<file path="src/hdl/rlqg_pkg.sv">
package rlqg_pkg;

  localparam int COORD_WIDTH = 32;
  localparam int FRAC_BITS_DEF = 8;
  localparam int COUNT_WIDTH_DEF = 16;

  localparam int BASE_W = 12;
  localparam int FAR_W = 24;
  localparam int SAT_W = 24;
  localparam int CFG_IDX_W = 2;
  localparam int CFG_DATA_W = 24;
  localparam int DIV_CNT_W = $clog2(COORD_WIDTH);

  localparam logic [1:0] OP_START = 2'd0;
  localparam logic [1:0] OP_STEP = 2'd1;
  localparam logic [1:0] OP_ABORT = 2'd2;

  localparam logic [1:0] SIDE_TOP = 2'd0;
  localparam logic [1:0] SIDE_RIGHT = 2'd1;
  localparam logic [1:0] SIDE_BOTTOM = 2'd2;
  localparam logic [1:0] SIDE_LEFT = 2'd3;

  localparam logic [CFG_IDX_W-1:0] CFG_BASE_CHUNK = CFG_IDX_W'(0);
  localparam logic [CFG_IDX_W-1:0] CFG_FAR_LIMIT = CFG_IDX_W'(1);

  localparam logic [BASE_W-1:0] BASE_CHUNK_RST = BASE_W'(1280);
  localparam logic [FAR_W-1:0] FAR_LIMIT_RST = FAR_W'(5120000);

  typedef struct packed {
    logic       cfg_we;
    logic       start_load;
    logic       div_step;
    logic       snap_commit;
    logic       step_begin;
    logic       emit_quad;
    logic       emit_done;
    logic       slot_adv;
    logic       tile_load;
    logic       outer_add;
    logic [1:0] side;
  } ctrl_cmd_t;

  typedef struct packed {
    logic running;
    logic at_limit;
    logic slot_wrap;
    logic out_free;
  } dp_stat_t;

endpackage

</file>
<file path="src/hdl/rlqg_ctrl.sv">
module rlqg_ctrl
  import rlqg_pkg::*;
(
  input  logic       clk_i,
  input  logic       rst_ni,
  input  logic       in_valid_i,
  output logic       in_stall_o,
  input  logic [1:0] op_i,
  input  logic       cfg_valid_i,
  output logic       cfg_ready_o,
  input  dp_stat_t   stat_i,
  output ctrl_cmd_t  cmd_o
);

  localparam logic [2:0] ST_IDLE  = 3'd0;
  localparam logic [2:0] ST_DIV   = 3'd1;
  localparam logic [2:0] ST_SNAP  = 3'd2;
  localparam logic [2:0] ST_EMIT  = 3'd3;
  localparam logic [2:0] ST_ADV   = 3'd4;
  localparam logic [2:0] ST_TILE  = 3'd5;
  localparam logic [2:0] ST_OUTER = 3'd6;
  localparam logic [2:0] ST_DONE  = 3'd7;

  logic [2:0]           state_q, state_d;
  logic [1:0]           side_q, side_d;
  logic [DIV_CNT_W-1:0] cnt_q, cnt_d;
  logic                 idle;

  assign idle        = (state_q == ST_IDLE);
  assign in_stall_o  = !idle;
  assign cfg_ready_o = idle;

  always_comb begin
    state_d = state_q;
    side_d  = side_q;
    cnt_d   = cnt_q;
    cmd_o   = '0;
    cmd_o.side   = side_q;
    cmd_o.cfg_we = cfg_valid_i && idle;
    unique case (state_q)
      ST_IDLE: begin
        if (in_valid_i) begin
          unique case (op_i)
            OP_START: begin
              cmd_o.start_load = 1'b1;
              cnt_d   = '0;
              state_d = ST_DIV;
            end
            OP_STEP: begin
              if (stat_i.running && !stat_i.at_limit) begin
                cmd_o.step_begin = 1'b1;
                side_d  = SIDE_TOP;
                state_d = ST_EMIT;
              end else begin
                state_d = ST_DONE;
              end
            end
            OP_ABORT: state_d = ST_DONE;
            default: ;
          endcase
        end
      end
      ST_DIV: begin
        cmd_o.div_step = 1'b1;
        cnt_d = cnt_q + DIV_CNT_W'(1);
        if (cnt_q == DIV_CNT_W'(COORD_WIDTH - 1)) begin
          state_d = ST_SNAP;
        end
      end
      ST_SNAP: begin
        cmd_o.snap_commit = 1'b1;
        state_d = ST_IDLE;
      end
      ST_EMIT: begin
        if (stat_i.out_free) begin
          cmd_o.emit_quad = 1'b1;
          side_d = side_q + 2'd1;
          if (side_q == SIDE_LEFT) begin
            state_d = ST_ADV;
          end
        end
      end
      ST_ADV: begin
        cmd_o.slot_adv = 1'b1;
        state_d = stat_i.slot_wrap ? ST_TILE : ST_IDLE;
      end
      ST_TILE: begin
        cmd_o.tile_load = 1'b1;
        state_d = ST_OUTER;
      end
      ST_OUTER: begin
        cmd_o.outer_add = 1'b1;
        state_d = ST_IDLE;
      end
      ST_DONE: begin
        if (stat_i.out_free) begin
          cmd_o.emit_done = 1'b1;
          state_d = ST_IDLE;
        end
      end
      default: state_d = ST_IDLE;
    endcase
  end

  always_ff @(posedge clk_i or negedge rst_ni) begin
    if (!rst_ni) begin
      state_q <= ST_IDLE;
      side_q  <= SIDE_TOP;
      cnt_q   <= '0;
    end else begin
      state_q <= state_d;
      side_q  <= side_d;
      cnt_q   <= cnt_d;
    end
  end

endmodule

</file>
<file path="src/hdl/rlqg_datapath.sv">
module rlqg_datapath
  import rlqg_pkg::*;
#(
  parameter int FRAC_BITS   = FRAC_BITS_DEF,
  parameter int COUNT_WIDTH = COUNT_WIDTH_DEF
) (
  input  logic                          clk_i,
  input  logic                          rst_ni,
  input  ctrl_cmd_t                     cmd_i,
  output dp_stat_t                      stat_o,
  input  logic [CFG_IDX_W-1:0]          cfg_index_i,
  input  logic [CFG_DATA_W-1:0]         cfg_data_i,
  input  logic signed [COORD_WIDTH-1:0] cam_x_i,
  input  logic signed [COORD_WIDTH-1:0] cam_z_i,
  input  logic                          out_stall_i,
  output logic                          out_valid_o,
  output logic signed [COORD_WIDTH-1:0] quad_x_o,
  output logic signed [COORD_WIDTH-1:0] quad_z_o,
  output logic [SAT_W-1:0]              quad_size_o,
  output logic [1:0]                    side_o,
  output logic [SAT_W-1:0]              slot_count_o,
  output logic                          last_o,
  output logic                          done_res_o
);

  localparam int KW     = $clog2(COUNT_WIDTH);
  localparam int GrowW  = 5 + FRAC_BITS + COUNT_WIDTH;
  localparam int CmpW   = (GrowW > COORD_WIDTH) ? GrowW : COORD_WIDTH;
  localparam int TileW  = BASE_W + COUNT_WIDTH;
  localparam int WideW  = (TileW > COORD_WIDTH) ? TileW : COORD_WIDTH;
  localparam logic [CmpW-1:0] GrowRadius = CmpW'(20) << FRAC_BITS;
  localparam logic [SAT_W-1:0] SatMax = '1;

  function automatic logic [BASE_W-1:0] rem_step(input logic [BASE_W-1:0] rem,
                                                 input logic              bit_in,
                                                 input logic [BASE_W-1:0] div);
    logic [BASE_W:0] trial;
    logic [BASE_W:0] diff;
    trial = {rem, bit_in};
    diff  = trial - {1'b0, div};
    if (trial >= {1'b0, div}) begin
      rem_step = diff[BASE_W-1:0];
    end else begin
      rem_step = trial[BASE_W-1:0];
    end
  endfunction

  logic [BASE_W-1:0]      base_q;
  logic [FAR_W-1:0]       far_q;
  logic                   running_q;
  logic [SAT_W-1:0]       emitted_q;
  logic                   out_valid_q;

  logic [COORD_WIDTH-1:0] center_x_q, center_z_q;
  logic                   neg_x_q, neg_z_q;
  logic [COORD_WIDTH-1:0] mag_x_q, mag_z_q;
  logic [BASE_W-1:0]      rem_x_q, rem_z_q;
  logic [COORD_WIDTH-1:0] inner_q, outer_q, tile_q, off_q;
  logic [KW-1:0]          k_q;
  logic [COUNT_WIDTH-1:0] slots_q, idx_q;

  logic [COORD_WIDTH-1:0] quad_x_q, quad_z_q;
  logic [SAT_W-1:0]       quad_size_q, slot_count_q;
  logic [1:0]             side_q;
  logic                   last_q, done_q;

  logic [COUNT_WIDTH-1:0] nslots, idx_inc, slots_half, slots_next;
  logic                   wrap, grow;
  logic [CmpW-1:0]        inner_w, grow_thr;
  logic [WideW-1:0]       tile_wide;
  logic [COORD_WIDTH-1:0] rx, rz, qx, qz;
  logic [SAT_W-1:0]       size_sat;

  assign nslots  = (slots_q < COUNT_WIDTH'(2)) ? COUNT_WIDTH'(1) : slots_q - COUNT_WIDTH'(1);
  assign idx_inc = idx_q + COUNT_WIDTH'(1);
  assign wrap    = (idx_inc >= nslots) || (idx_inc == '0);

  assign inner_w  = CmpW'(inner_q);
  assign grow_thr = GrowRadius << k_q;
  assign grow     = (inner_w > GrowRadius) && (slots_q[5:0] == 6'd0) &&
                    (grow_thr < inner_w) && (k_q < KW'(COUNT_WIDTH - 1));
  assign slots_half = grow ? (slots_q >> 1) : slots_q;
  assign slots_next = slots_half + COUNT_WIDTH'(2);
  assign tile_wide  = WideW'(base_q) << k_q;

  assign rx = (base_q == '0) ? '0 : COORD_WIDTH'(rem_x_q);
  assign rz = (base_q == '0) ? '0 : COORD_WIDTH'(rem_z_q);

  always_comb begin
    unique case (cmd_i.side)
      SIDE_TOP: begin
        qx = center_x_q - outer_q + off_q;
        qz = center_z_q - outer_q;
      end
      SIDE_RIGHT: begin
        qx = center_x_q + inner_q;
        qz = center_z_q - outer_q + off_q;
      end
      SIDE_BOTTOM: begin
        qx = center_x_q + inner_q - off_q;
        qz = center_z_q + inner_q;
      end
      SIDE_LEFT: begin
        qx = center_x_q - outer_q;
        qz = center_z_q + inner_q - off_q;
      end
    endcase
  end

  assign size_sat = (tile_q > COORD_WIDTH'(SatMax)) ? SatMax : tile_q[SAT_W-1:0];

  assign stat_o.running   = running_q;
  assign stat_o.at_limit  = inner_q >= COORD_WIDTH'(far_q);
  assign stat_o.slot_wrap = wrap;
  assign stat_o.out_free  = !out_valid_q || !out_stall_i;

  always_ff @(posedge clk_i or negedge rst_ni) begin
    if (!rst_ni) begin
      base_q      <= BASE_CHUNK_RST;
      far_q       <= FAR_LIMIT_RST;
      running_q   <= 1'b0;
      emitted_q   <= '0;
      out_valid_q <= 1'b0;
    end else begin
      if (cmd_i.cfg_we) begin
        if (cfg_index_i == CFG_BASE_CHUNK) begin
          base_q <= cfg_data_i[BASE_W-1:0];
        end else if (cfg_index_i == CFG_FAR_LIMIT) begin
          far_q <= cfg_data_i[FAR_W-1:0];
        end
      end
      if (cmd_i.snap_commit) begin
        running_q <= 1'b1;
        emitted_q <= '0;
      end
      if (cmd_i.emit_done) begin
        running_q <= 1'b0;
      end
      if (cmd_i.step_begin && emitted_q != SatMax) begin
        emitted_q <= emitted_q + SAT_W'(1);
      end
      if (cmd_i.emit_quad || cmd_i.emit_done) begin
        out_valid_q <= 1'b1;
      end else if (!out_stall_i) begin
        out_valid_q <= 1'b0;
      end
    end
  end

  always_ff @(posedge clk_i) begin
    if (cmd_i.start_load) begin
      center_x_q <= cam_x_i;
      center_z_q <= cam_z_i;
      neg_x_q    <= cam_x_i[COORD_WIDTH-1];
      neg_z_q    <= cam_z_i[COORD_WIDTH-1];
      mag_x_q    <= cam_x_i[COORD_WIDTH-1] ? -cam_x_i : cam_x_i;
      mag_z_q    <= cam_z_i[COORD_WIDTH-1] ? -cam_z_i : cam_z_i;
      rem_x_q    <= '0;
      rem_z_q    <= '0;
    end
    if (cmd_i.div_step) begin
      rem_x_q <= rem_step(rem_x_q, mag_x_q[COORD_WIDTH-1], base_q);
      rem_z_q <= rem_step(rem_z_q, mag_z_q[COORD_WIDTH-1], base_q);
      mag_x_q <= mag_x_q << 1;
      mag_z_q <= mag_z_q << 1;
    end
    if (cmd_i.snap_commit) begin
      center_x_q <= neg_x_q ? center_x_q + rx : center_x_q - rx;
      center_z_q <= neg_z_q ? center_z_q + rz : center_z_q - rz;
      inner_q    <= '0;
      outer_q    <= COORD_WIDTH'(base_q);
      tile_q     <= COORD_WIDTH'(base_q);
      off_q      <= '0;
      k_q        <= '0;
      slots_q    <= COUNT_WIDTH'(2);
      idx_q      <= '0;
    end
    if (cmd_i.slot_adv) begin
      if (wrap) begin
        idx_q   <= '0;
        off_q   <= '0;
        slots_q <= slots_next;
        k_q     <= grow ? k_q + KW'(1) : k_q;
        inner_q <= outer_q;
      end else begin
        idx_q <= idx_inc;
        off_q <= off_q + tile_q;
      end
    end
    if (cmd_i.tile_load) begin
      tile_q <= tile_wide[COORD_WIDTH-1:0];
    end
    if (cmd_i.outer_add) begin
      outer_q <= outer_q + tile_q;
    end
    if (cmd_i.emit_quad) begin
      quad_x_q     <= qx;
      quad_z_q     <= qz;
      quad_size_q  <= size_sat;
      side_q       <= cmd_i.side;
      slot_count_q <= emitted_q;
      last_q       <= (cmd_i.side == SIDE_LEFT);
      done_q       <= 1'b0;
    end else if (cmd_i.emit_done) begin
      quad_x_q     <= '0;
      quad_z_q     <= '0;
      quad_size_q  <= '0;
      side_q       <= SIDE_TOP;
      slot_count_q <= emitted_q;
      last_q       <= 1'b1;
      done_q       <= 1'b1;
    end
  end

  assign out_valid_o  = out_valid_q;
  assign quad_x_o     = signed'(quad_x_q);
  assign quad_z_o     = signed'(quad_z_q);
  assign quad_size_o  = quad_size_q;
  assign side_o       = side_q;
  assign slot_count_o = slot_count_q;
  assign last_o       = last_q;
  assign done_res_o   = done_q;

endmodule

</file>
<file path="src/hdl/ring_lod_quad_generator_unit.sv">
// Start: taken from idle, then a bit-serial remainder (x and z lanes
//   in parallel) and a commit step; the next item is taken after the commit.
// Step: four quads from the output register, back to back unless the output
//   stalls, then a slot advance, plus tile and outer updates at a ring wrap.
// Abort, or a step at the far limit or while not running: one done transfer.
// Reset clears the controller, run flag, slot count and config to defaults.
module ring_lod_quad_generator_unit
  import rlqg_pkg::*;
#(
  parameter int FRAC_BITS   = FRAC_BITS_DEF,
  parameter int COUNT_WIDTH = COUNT_WIDTH_DEF
) (
  input  logic                          clk_i,
  input  logic                          rst_ni,
  input  logic                          in_valid_i,
  output logic                          in_stall_o,
  input  logic [1:0]                    op_i,
  input  logic signed [COORD_WIDTH-1:0] cam_x_i,
  input  logic signed [COORD_WIDTH-1:0] cam_z_i,
  input  logic                          cfg_valid_i,
  output logic                          cfg_ready_o,
  input  logic [CFG_IDX_W-1:0]          cfg_index_i,
  input  logic [CFG_DATA_W-1:0]         cfg_data_i,
  output logic                          out_valid_o,
  input  logic                          out_stall_i,
  output logic signed [COORD_WIDTH-1:0] quad_x_o,
  output logic signed [COORD_WIDTH-1:0] quad_z_o,
  output logic [SAT_W-1:0]              quad_size_o,
  output logic [1:0]                    side_o,
  output logic [SAT_W-1:0]              slot_count_o,
  output logic                          last_o,
  output logic                          done_res_o
);

  ctrl_cmd_t cmd;
  dp_stat_t  stat;

  rlqg_ctrl u_ctrl (
    .clk_i       (clk_i),
    .rst_ni      (rst_ni),
    .in_valid_i  (in_valid_i),
    .in_stall_o  (in_stall_o),
    .op_i        (op_i),
    .cfg_valid_i (cfg_valid_i),
    .cfg_ready_o (cfg_ready_o),
    .stat_i      (stat),
    .cmd_o       (cmd)
  );

  rlqg_datapath #(
    .FRAC_BITS   (FRAC_BITS),
    .COUNT_WIDTH (COUNT_WIDTH)
  ) u_datapath (
    .clk_i        (clk_i),
    .rst_ni       (rst_ni),
    .cmd_i        (cmd),
    .stat_o       (stat),
    .cfg_index_i  (cfg_index_i),
    .cfg_data_i   (cfg_data_i),
    .cam_x_i      (cam_x_i),
    .cam_z_i      (cam_z_i),
    .out_stall_i  (out_stall_i),
    .out_valid_o  (out_valid_o),
    .quad_x_o     (quad_x_o),
    .quad_z_o     (quad_z_o),
    .quad_size_o  (quad_size_o),
    .side_o       (side_o),
    .slot_count_o (slot_count_o),
    .last_o       (last_o),
    .done_res_o   (done_res_o)
  );

endmodule
</file>
<file path="config.mk">
export PLATFORM = sky130hd
export DESIGN_NAME = ring_lod_quad_generator_unit
export DESIGN_NICKNAME = d
export VERILOG_FILES = /design/src/hdl/rlqg_pkg.sv /design/src/hdl/rlqg_ctrl.sv /design/src/hdl/rlqg_datapath.sv /design/src/hdl/ring_lod_quad_generator_unit.sv
export SDC_FILE = /design/constraint.sdc
export NUM_CORES = 2
export LEC_CHECK = 0
export BUFFER_PORTS_ARGS = -buffer_cell sky130_fd_sc_hd__buf_4
export CORE_ASPECT_RATIO = 0.6
export CORE_MARGIN = 2
export CORE_UTILIZATION = 65
export CTS_BUF_LIST = sky130_fd_sc_hd__clkbuf_8
export CTS_CLUSTER_SIZE = 12
export DETAILED_ROUTE_END_ITERATION = 6
export PLACE_DENSITY = 0.95
export SLEW_MARGIN = 5
export SYNTH_ARGS = -nofsm -noshare
export SYNTH_HDL_FRONTEND = slang
export SYNTH_SLANG_ARGS = --single-unit
</file>
<file path="constraint.sdc">
create_clock -name clk_i -period 9.2 [get_ports clk_i]
set_input_delay 0 -clock clk_i [delete_from_list [all_inputs] [get_ports clk_i]]
set_output_delay 0 -clock clk_i [all_outputs]
set_load 0.03 [all_outputs]
</file>
-- Word level (Yosys, flattened, before mapping)
Index checks and enable logic that the tools add are counted.
- $add $sub $neg: 25
- order comparisons: 9
- equality and inequality tests: 26
- shifts and indexed selects: 2
- multiplexer cells: 92
- bitwise operators: 1
- reduce and logical (&&, ||, !) cells: 36
- operators by type and width (cell ; count):
    2-to-1 mux 32 bit ; 24
    adder 32 bit ; 8
    one-hot mux 32 bit (4 select lines) ; 2
    subtractor 32 bit ; 6
    2-to-1 mux 24 bit ; 7
    2-to-1 mux 16 bit ; 8
    2-to-1 mux 12 bit ; 7
    negator 32 bit ; 2
    greater-or-equal comparator 32 x 24 -> 1 bit ; 1
    greater-than comparator 32 x 13 -> 1 bit (second input constant) ; 1
    greater-than comparator 32 x 24 -> 1 bit (second input constant) ; 1
    less-than comparator 32 bit ; 1
    << shifter 12 x 4 -> 32 bit ; 1
    << shifter 13 x 4 -> 32 bit (first input constant) ; 1
    greater-or-equal comparator 13 x 12 -> 1 bit ; 2
    adder 24 x 1 -> 24 bit (second input constant) ; 1
    != test 24 bit (second input constant) ; 1
    subtractor 12 bit ; 2
    2-to-1 mux 1 bit ; 21
    2-to-1 mux 3 bit ; 7
    one-hot mux 3 bit (7 select lines) ; 1
    nonzero test 2 bit ; 10
    adder 16 x 1 -> 16 bit (second input constant) ; 1
    adder 16 x 2 -> 16 bit (second input constant) ; 1
    other kinds (37) ; 74
- bits in registers: 506
- input port bits: 97
- output and inout bits: 119
- word-level logic and storage cells: 223

-- Depth between registers and ports, before layout
- word-level depth: 9
- depth in mapped cells: 26

-- Cells and area by module
Synthesis repeated with hierarchy kept, for this count alone.
- cells, all modules: 5162
- area total of the unflattened synthesis: 45058.2 um^2
- modules (own cells, without submodules) (module ; instances ; cells an instance ; area each (um^2) ; seq. area each (um^2)):
    rlqg_datapath ; 1 ; 5085 ; 44327.5 ; 13942.1
    rlqg_ctrl ; 1 ; 77 ; 730.7 ; 250.2

-- Least setup slack after synthesis
No wires, ideal clock.
- path kind: register -> register
- start point: register u_datapath.center_z_q[8]
- end point: register u_datapath.quad_z_q[31] (netlist: u_datapath.quad_z_o[31]), data pin
- library setup time: 265 ps
- arrival time: 4655 ps
- path slack: 4280 ps
- cell stages (with the launch flop): 22
- period minus slack after synthesis: 4920 ps
- path through: edfxtp_1 -> ha_1 -> a21o_1 -> a221oi_1 -> o21ai_0 -> o21ai_0 -> nand2_1 -> a21o_1 -> a21oi_1 -> xnor2_1 -> ha_1 -> a21o_1 -> a21o_1 -> a21o_1 -> a21o_1 -> a311o_1 -> a311oi_1 -> o31a_1 -> xnor2_1 -> xnor2_1 -> a221oi_1 -> o22ai_1
- longest elaborated chain between the ends: 4
- elaborated cells between the ends (all ways): 6
- those cells by class: add/sub: 4; mux: 2
- RTL lines (what ; line ; text):
    start: declaration ; rlqg_datapath.sv:54 ; logic [COORD_WIDTH-1:0] center_x_q, center_z_q;
    start signal: assignment ; rlqg_datapath.sv:153 ; center_z_q <= cam_z_i;
    start signal: assignment ; rlqg_datapath.sv:169 ; center_z_q <= neg_z_q ? center_z_q + rz : center_z_q - rz;
    adder 32 bit or subtractor 32 bit (tied branches) ; -- ;
    subtractor 32 bit or adder 32 bit (tied branches) ; rlqg_datapath.sv:105, rlqg_datapath.sv:97 ;
    one-hot mux 32 bit (4 select lines) (*) ; rlqg_datapath.sv:90 ; unique case (cmd_i.side)
    2-to-1 mux 32 bit (*) ; rlqg_datapath.sv:196 ; if (cmd_i.emit_quad) begin
    end signal: assignment ; rlqg_datapath.sv:198 ; quad_z_q <= qz;
    end: declaration ; rlqg_datapath.sv:62 ; logic [COORD_WIDTH-1:0] quad_x_q, quad_z_q;
Every way passes the cells marked *; elsewhere a longest branch is shown, timed or not.
A chain may end at the register's enable or synchronous reset.

-- Final worst setup path
- start point: register u_datapath.inner_q[9]
- end point: register u_datapath.quad_z_q[31] (netlist: u_datapath.quad_z_o[31]), data pin
- longest elaborated chain between the ends: 4
- RTL lines (what ; line ; text):
    start: declaration ; rlqg_datapath.sv:58 ; logic [COORD_WIDTH-1:0] inner_q, outer_q, tile_q, off_q;
    start signal: assignment ; rlqg_datapath.sv:184 ; inner_q <= outer_q;
    adder 32 bit (*) ; rlqg_datapath.sv:101, rlqg_datapath.sv:105 ;
    subtractor 32 bit ; rlqg_datapath.sv:105 ; qz = center_z_q + inner_q - off_q;
    one-hot mux 32 bit (4 select lines) (*) ; rlqg_datapath.sv:90 ;
    2-to-1 mux 32 bit (*) ; rlqg_datapath.sv:196 ;
Marked as above.

==> impl_metrics.csv <==
group,metric,value,unit
run_status,status,"finished, final reports clean",
timing,timing.final.crit_share,67.1,%
worst_hold_path,hold_class,"primary input to flop",
timing,hold_viol,0,
critical_path,r2r-end,"u_datapath.quad_z_o[31]",
floorplan,dieHeight,207,um
detailed_routing,vias_per_cell,6.91,
floorplan,die_x,342,um
grt,antenna_found_initial,5,
grt,grt_max_degree,92,
critical_path,cp.depth,21,
detailed_routing,dr.pass1.iters,7,
clock_tree,cts_max_level,3,
timing,clock_skew,0.0397,ns
detailed_routing,dr_total_vias,44100,
timing,finalSetupTns,0,ns
logic_synthesis,yosysWarnings,0,
clock_tree,ctsHoldBuffers,117,
critical_path,critPathArrivalTime,6.62,ns
critical_path,r2r_start,"u_datapath.inner_q[9]",
critical_path,critPathSlowestCell,"dfxtp_1",
logic_synthesis,synth_top_family_by_area,"compound AO/OA/AOI/OAI gates",
grt,grt_overflow_total,0,
critical_path,end_kind,"flop",
logic_synthesis,synth_adder_area_share,13.8,%
placed_design,dpl_cell_area,47000,um2
logic_synthesis,synth-simple-area-share,16.8,%
critical_path,start_kind,"flop",
critical_path,critPathKind,"flop to flop",
logic_synthesis,synth.area.mux_share,2.27,%
clock_tree,cts_tree,"done",
logic_synthesis,synth_enable_flop_cells,379,
timing,slew_violations,0,
logic_synthesis,yosysSeqAreaShare,31.8,%
floorplan,die_area,70800,um2
critical_path,cp_cell_sequence,"ha_1 > and3_1 > a221oi_1 > o21ai_0 > o21ai_0 > nand2_1 > a21o_1 > a21oi_1 > xnor2_1 > ha_1 > a21o_1 > a21o_1 > a21o_1 > a21o_1 > a311o_1 > a311oi_1 > o31a_1 > xnor2_1 > xnor2_1 > a221oi_1 > o22ai_1",
clock_tree,post_cts_buffers,0,
critical_path,startpoint,"u_datapath.inner_q[9]",
logic_synthesis,async_flop_share,14.4,%
detailed_routing,totalWireLength,156,mm
critical_path,ff2ff_path_depth,21,
finish,stdcell_count,6383,
worst_hold_path,whs_endpoint,"u_datapath.far_q[13]",
detailed_routing,wire_per_inst,24.5,um
timing,rsz0062_at_grt,"false",
critical_path,cpMostUsedCell,"a21o_1",
finish,final_common_cell,"nand2_1",
finish,syn_to_final_growth,11.7,%
timing,period_minus_slack,6.17,ns
finish,finish.instance_area,49800,um2
critical_path,cp_top_family,"compound AO/OA/AOI/OAI gates",
critical_path,slowest_delay,0.55,ns
placed_design,dp.cells,6114,
timing,worst_slew_pin_slew,1.31,ns
finish,drive_gt1_share,9.06,%
critical_path,crit_buf_inv,0,
clock_tree,path_clk_slew,0.06,ns
finish,final_cell_mix,"517 x nand2_1, 467 x ha_1, 421 x o21ai_0, 395 x nor2_1, 379 x edfxtp_1",
detailed_routing,post-route-drc-count,0,
finish,nets,5983,
critical_path,reg2reg_slack,3.03,ns
clock_tree,cts_buffer_depth,3,
floorplan,io_pins,216,
logic_synthesis,synth_compound_area_share,23.2,%
floorplan,start_util,65.6,%
logic_synthesis,synth_area_per_cell,8.69,um2
logic_synthesis,syn_inst,5131,
placed_design,hpwl,114,mm
job,cap_violations,0,
clock_tree,cts_made_buffers,80,
floorplan,core-area,68000,um2
detailed_routing,ant_nets,0,
grt,track_usage,42.8,%
grt,grt_first_pass_wirelength,235,mm
timing,fmax,0.162,GHz
placed_design,place_congestion,1.11,
clock_tree,cts.sinks,501,
logic_synthesis,synth.net_count,5713,
worst_hold_path,whs_path_depth,3,
logic_synthesis,ys_ff_latch,501,
floorplan,rows,74,
placed_design,port_buffers,215,
timing,setup_viol,0,
detailed_routing,first_iter_violations,7082,
clock_tree,cts_resized,0,
timing,slew-limit-headroom,12.4,%
worst_hold_path,min_from,"cfg_data_i[13]",
logic_synthesis,ys.flop_type,"edfxtp_1",
logic_synthesis,synthDistinctLibCells,92,
grt,grt_pass1_vias,41000,
critical_path,path_max_fanout,5,
clock_tree,insertion_delay,0.75,ns
clock_tree,cts-root-buf,"clkbuf_8",
logic_synthesis,synth-xor-area-share,8.11,%
logic_synthesis,synth_area,44600,um2
finish,final_util,73.2,%
critical_path,required,9.66,ns
==> stage by stage <==
step	hold WS [ns]	worst slack (ns)
CTS	0.0166	3.29
global placement	0.201	3.56
finish	0.0383	3.03
global route	0.0389	2.80
detailed placement	0.209	3.38
floorplan	-0.296	4.28
==> routing by layer <==
metal	share of wire [%]	GRT usage, %	vias up
li1	-	-	19600
met1	37	56.3	20400
met2	41	60.6	3478
met3	16	15.2	672
met4	6.7	25.7	6
met5	0.030	0	-
==> cell type report <==
| type | instances | area, um2 |
|---|---|---|
| clock inverters | 58 | 348 |
| flip-flops and latches | 501 | 14200 |
| diodes | 7 | 17.5 |
| repair buffers | 372 | 3100 |
| multi-input cells | 4174 | 28800 |
| clock buffers | 87 | 1200 |
| fillers | 4999 | 18200 |
| inverters | 272 | 1020 |
| well taps | 912 | 1140 |
==> sequential cells by signal, summed over array words and instances (netlist names), 2 cells and up <==
register	count
u_datapath.slots_q	16
u_ctrl.cnt_q	5
u_ctrl.side_q	2
u_datapath.center_x_q	32
u_datapath.off_q	32
u_ctrl.state_q	3
u_datapath.outer_q	32
u_datapath.mag_z_q	32
u_datapath.tile_q	27
u_datapath.rem_z_q	12
u_datapath.slot_count_o	24
u_datapath.center_z_q	32
u_datapath.side_o	2
u_datapath.k_q	4
u_datapath.mag_x_q	32
u_datapath.quad_x_o	32
u_datapath.rem_x_q	12
u_datapath.far_q	24
u_datapath.inner_q	32
u_datapath.base_q	12
u_datapath.quad_z_o	32
u_datapath.emitted_q	24
u_datapath.idx_q	16
u_datapath.quad_size_o	24
==> Yosys cell counts, types with 65 or more instances <==
master	instances	area, um2
xor2_1	178	1560
a21oi_1	376	1880
nand3_1	150	751
clkbuf_1	162	608
nor3_1	116	581
nand2_1	520	1950
edfxtp_1	379	11400
a21o_1	192	1440
a221oi_1	68	596
dfrtp_1	65	1630
ha_1	471	5890
xnor2_1	232	2030
o21ai_0	424	2120
nor2_1	398	1490
inv_1	270	1010
==> cells by family (layout without fill, tap and decap cells) <==
| logic type | after synthesis | after routing |
|---|---|---|
| AOI/OAI and AO/OA | 1592 | 1592 |
| xor gates and xnor gates | 411 | 411 |
| adders and majority gates | 485 | 485 |
| buffers and inverters | 456 | 789 |
| DFF | 501 | 501 |
| muxes | 89 | 89 |
| other | 0 | 7 |
| and+or+nand+nor | 1597 | 1597 |
==> worst register-to-register path: stages (launching register included) <==
cell and delay (ns):
dfxtp_1 0.55, ha_1 0.35, and3_1 0.24, a221oi_1 0.52, o21ai_0 0.31, o21ai_0 0.21
nand2_1 0.14, a21o_1 0.20, a21oi_1 0.19, xnor2_1 0.24, ha_1 0.37, a21o_1 0.21
a21o_1 0.17, a21o_1 0.17, a21o_1 0.20, a311o_1 0.41, a311oi_1 0.53, o31a_1 0.23
xnor2_1 0.13, xnor2_1 0.09, a221oi_1 0.30, o22ai_1 0.14
==> worst max path at each step <==
stage                              endpoint  slack [ns]
floorplan           u_datapath.quad_z_o[31]        4.28
global placement    u_datapath.quad_z_o[31]        3.56
detailed placement  u_datapath.quad_z_o[31]        3.38
CTS                 u_datapath.quad_z_o[31]        3.29
global route        u_datapath.quad_z_o[31]        2.80
finish              u_datapath.quad_z_o[31]        3.03
Power is left out: the tool's default activity adds up to more than one toggle a clock period on the data nets, which glitch-free logic cannot reach.
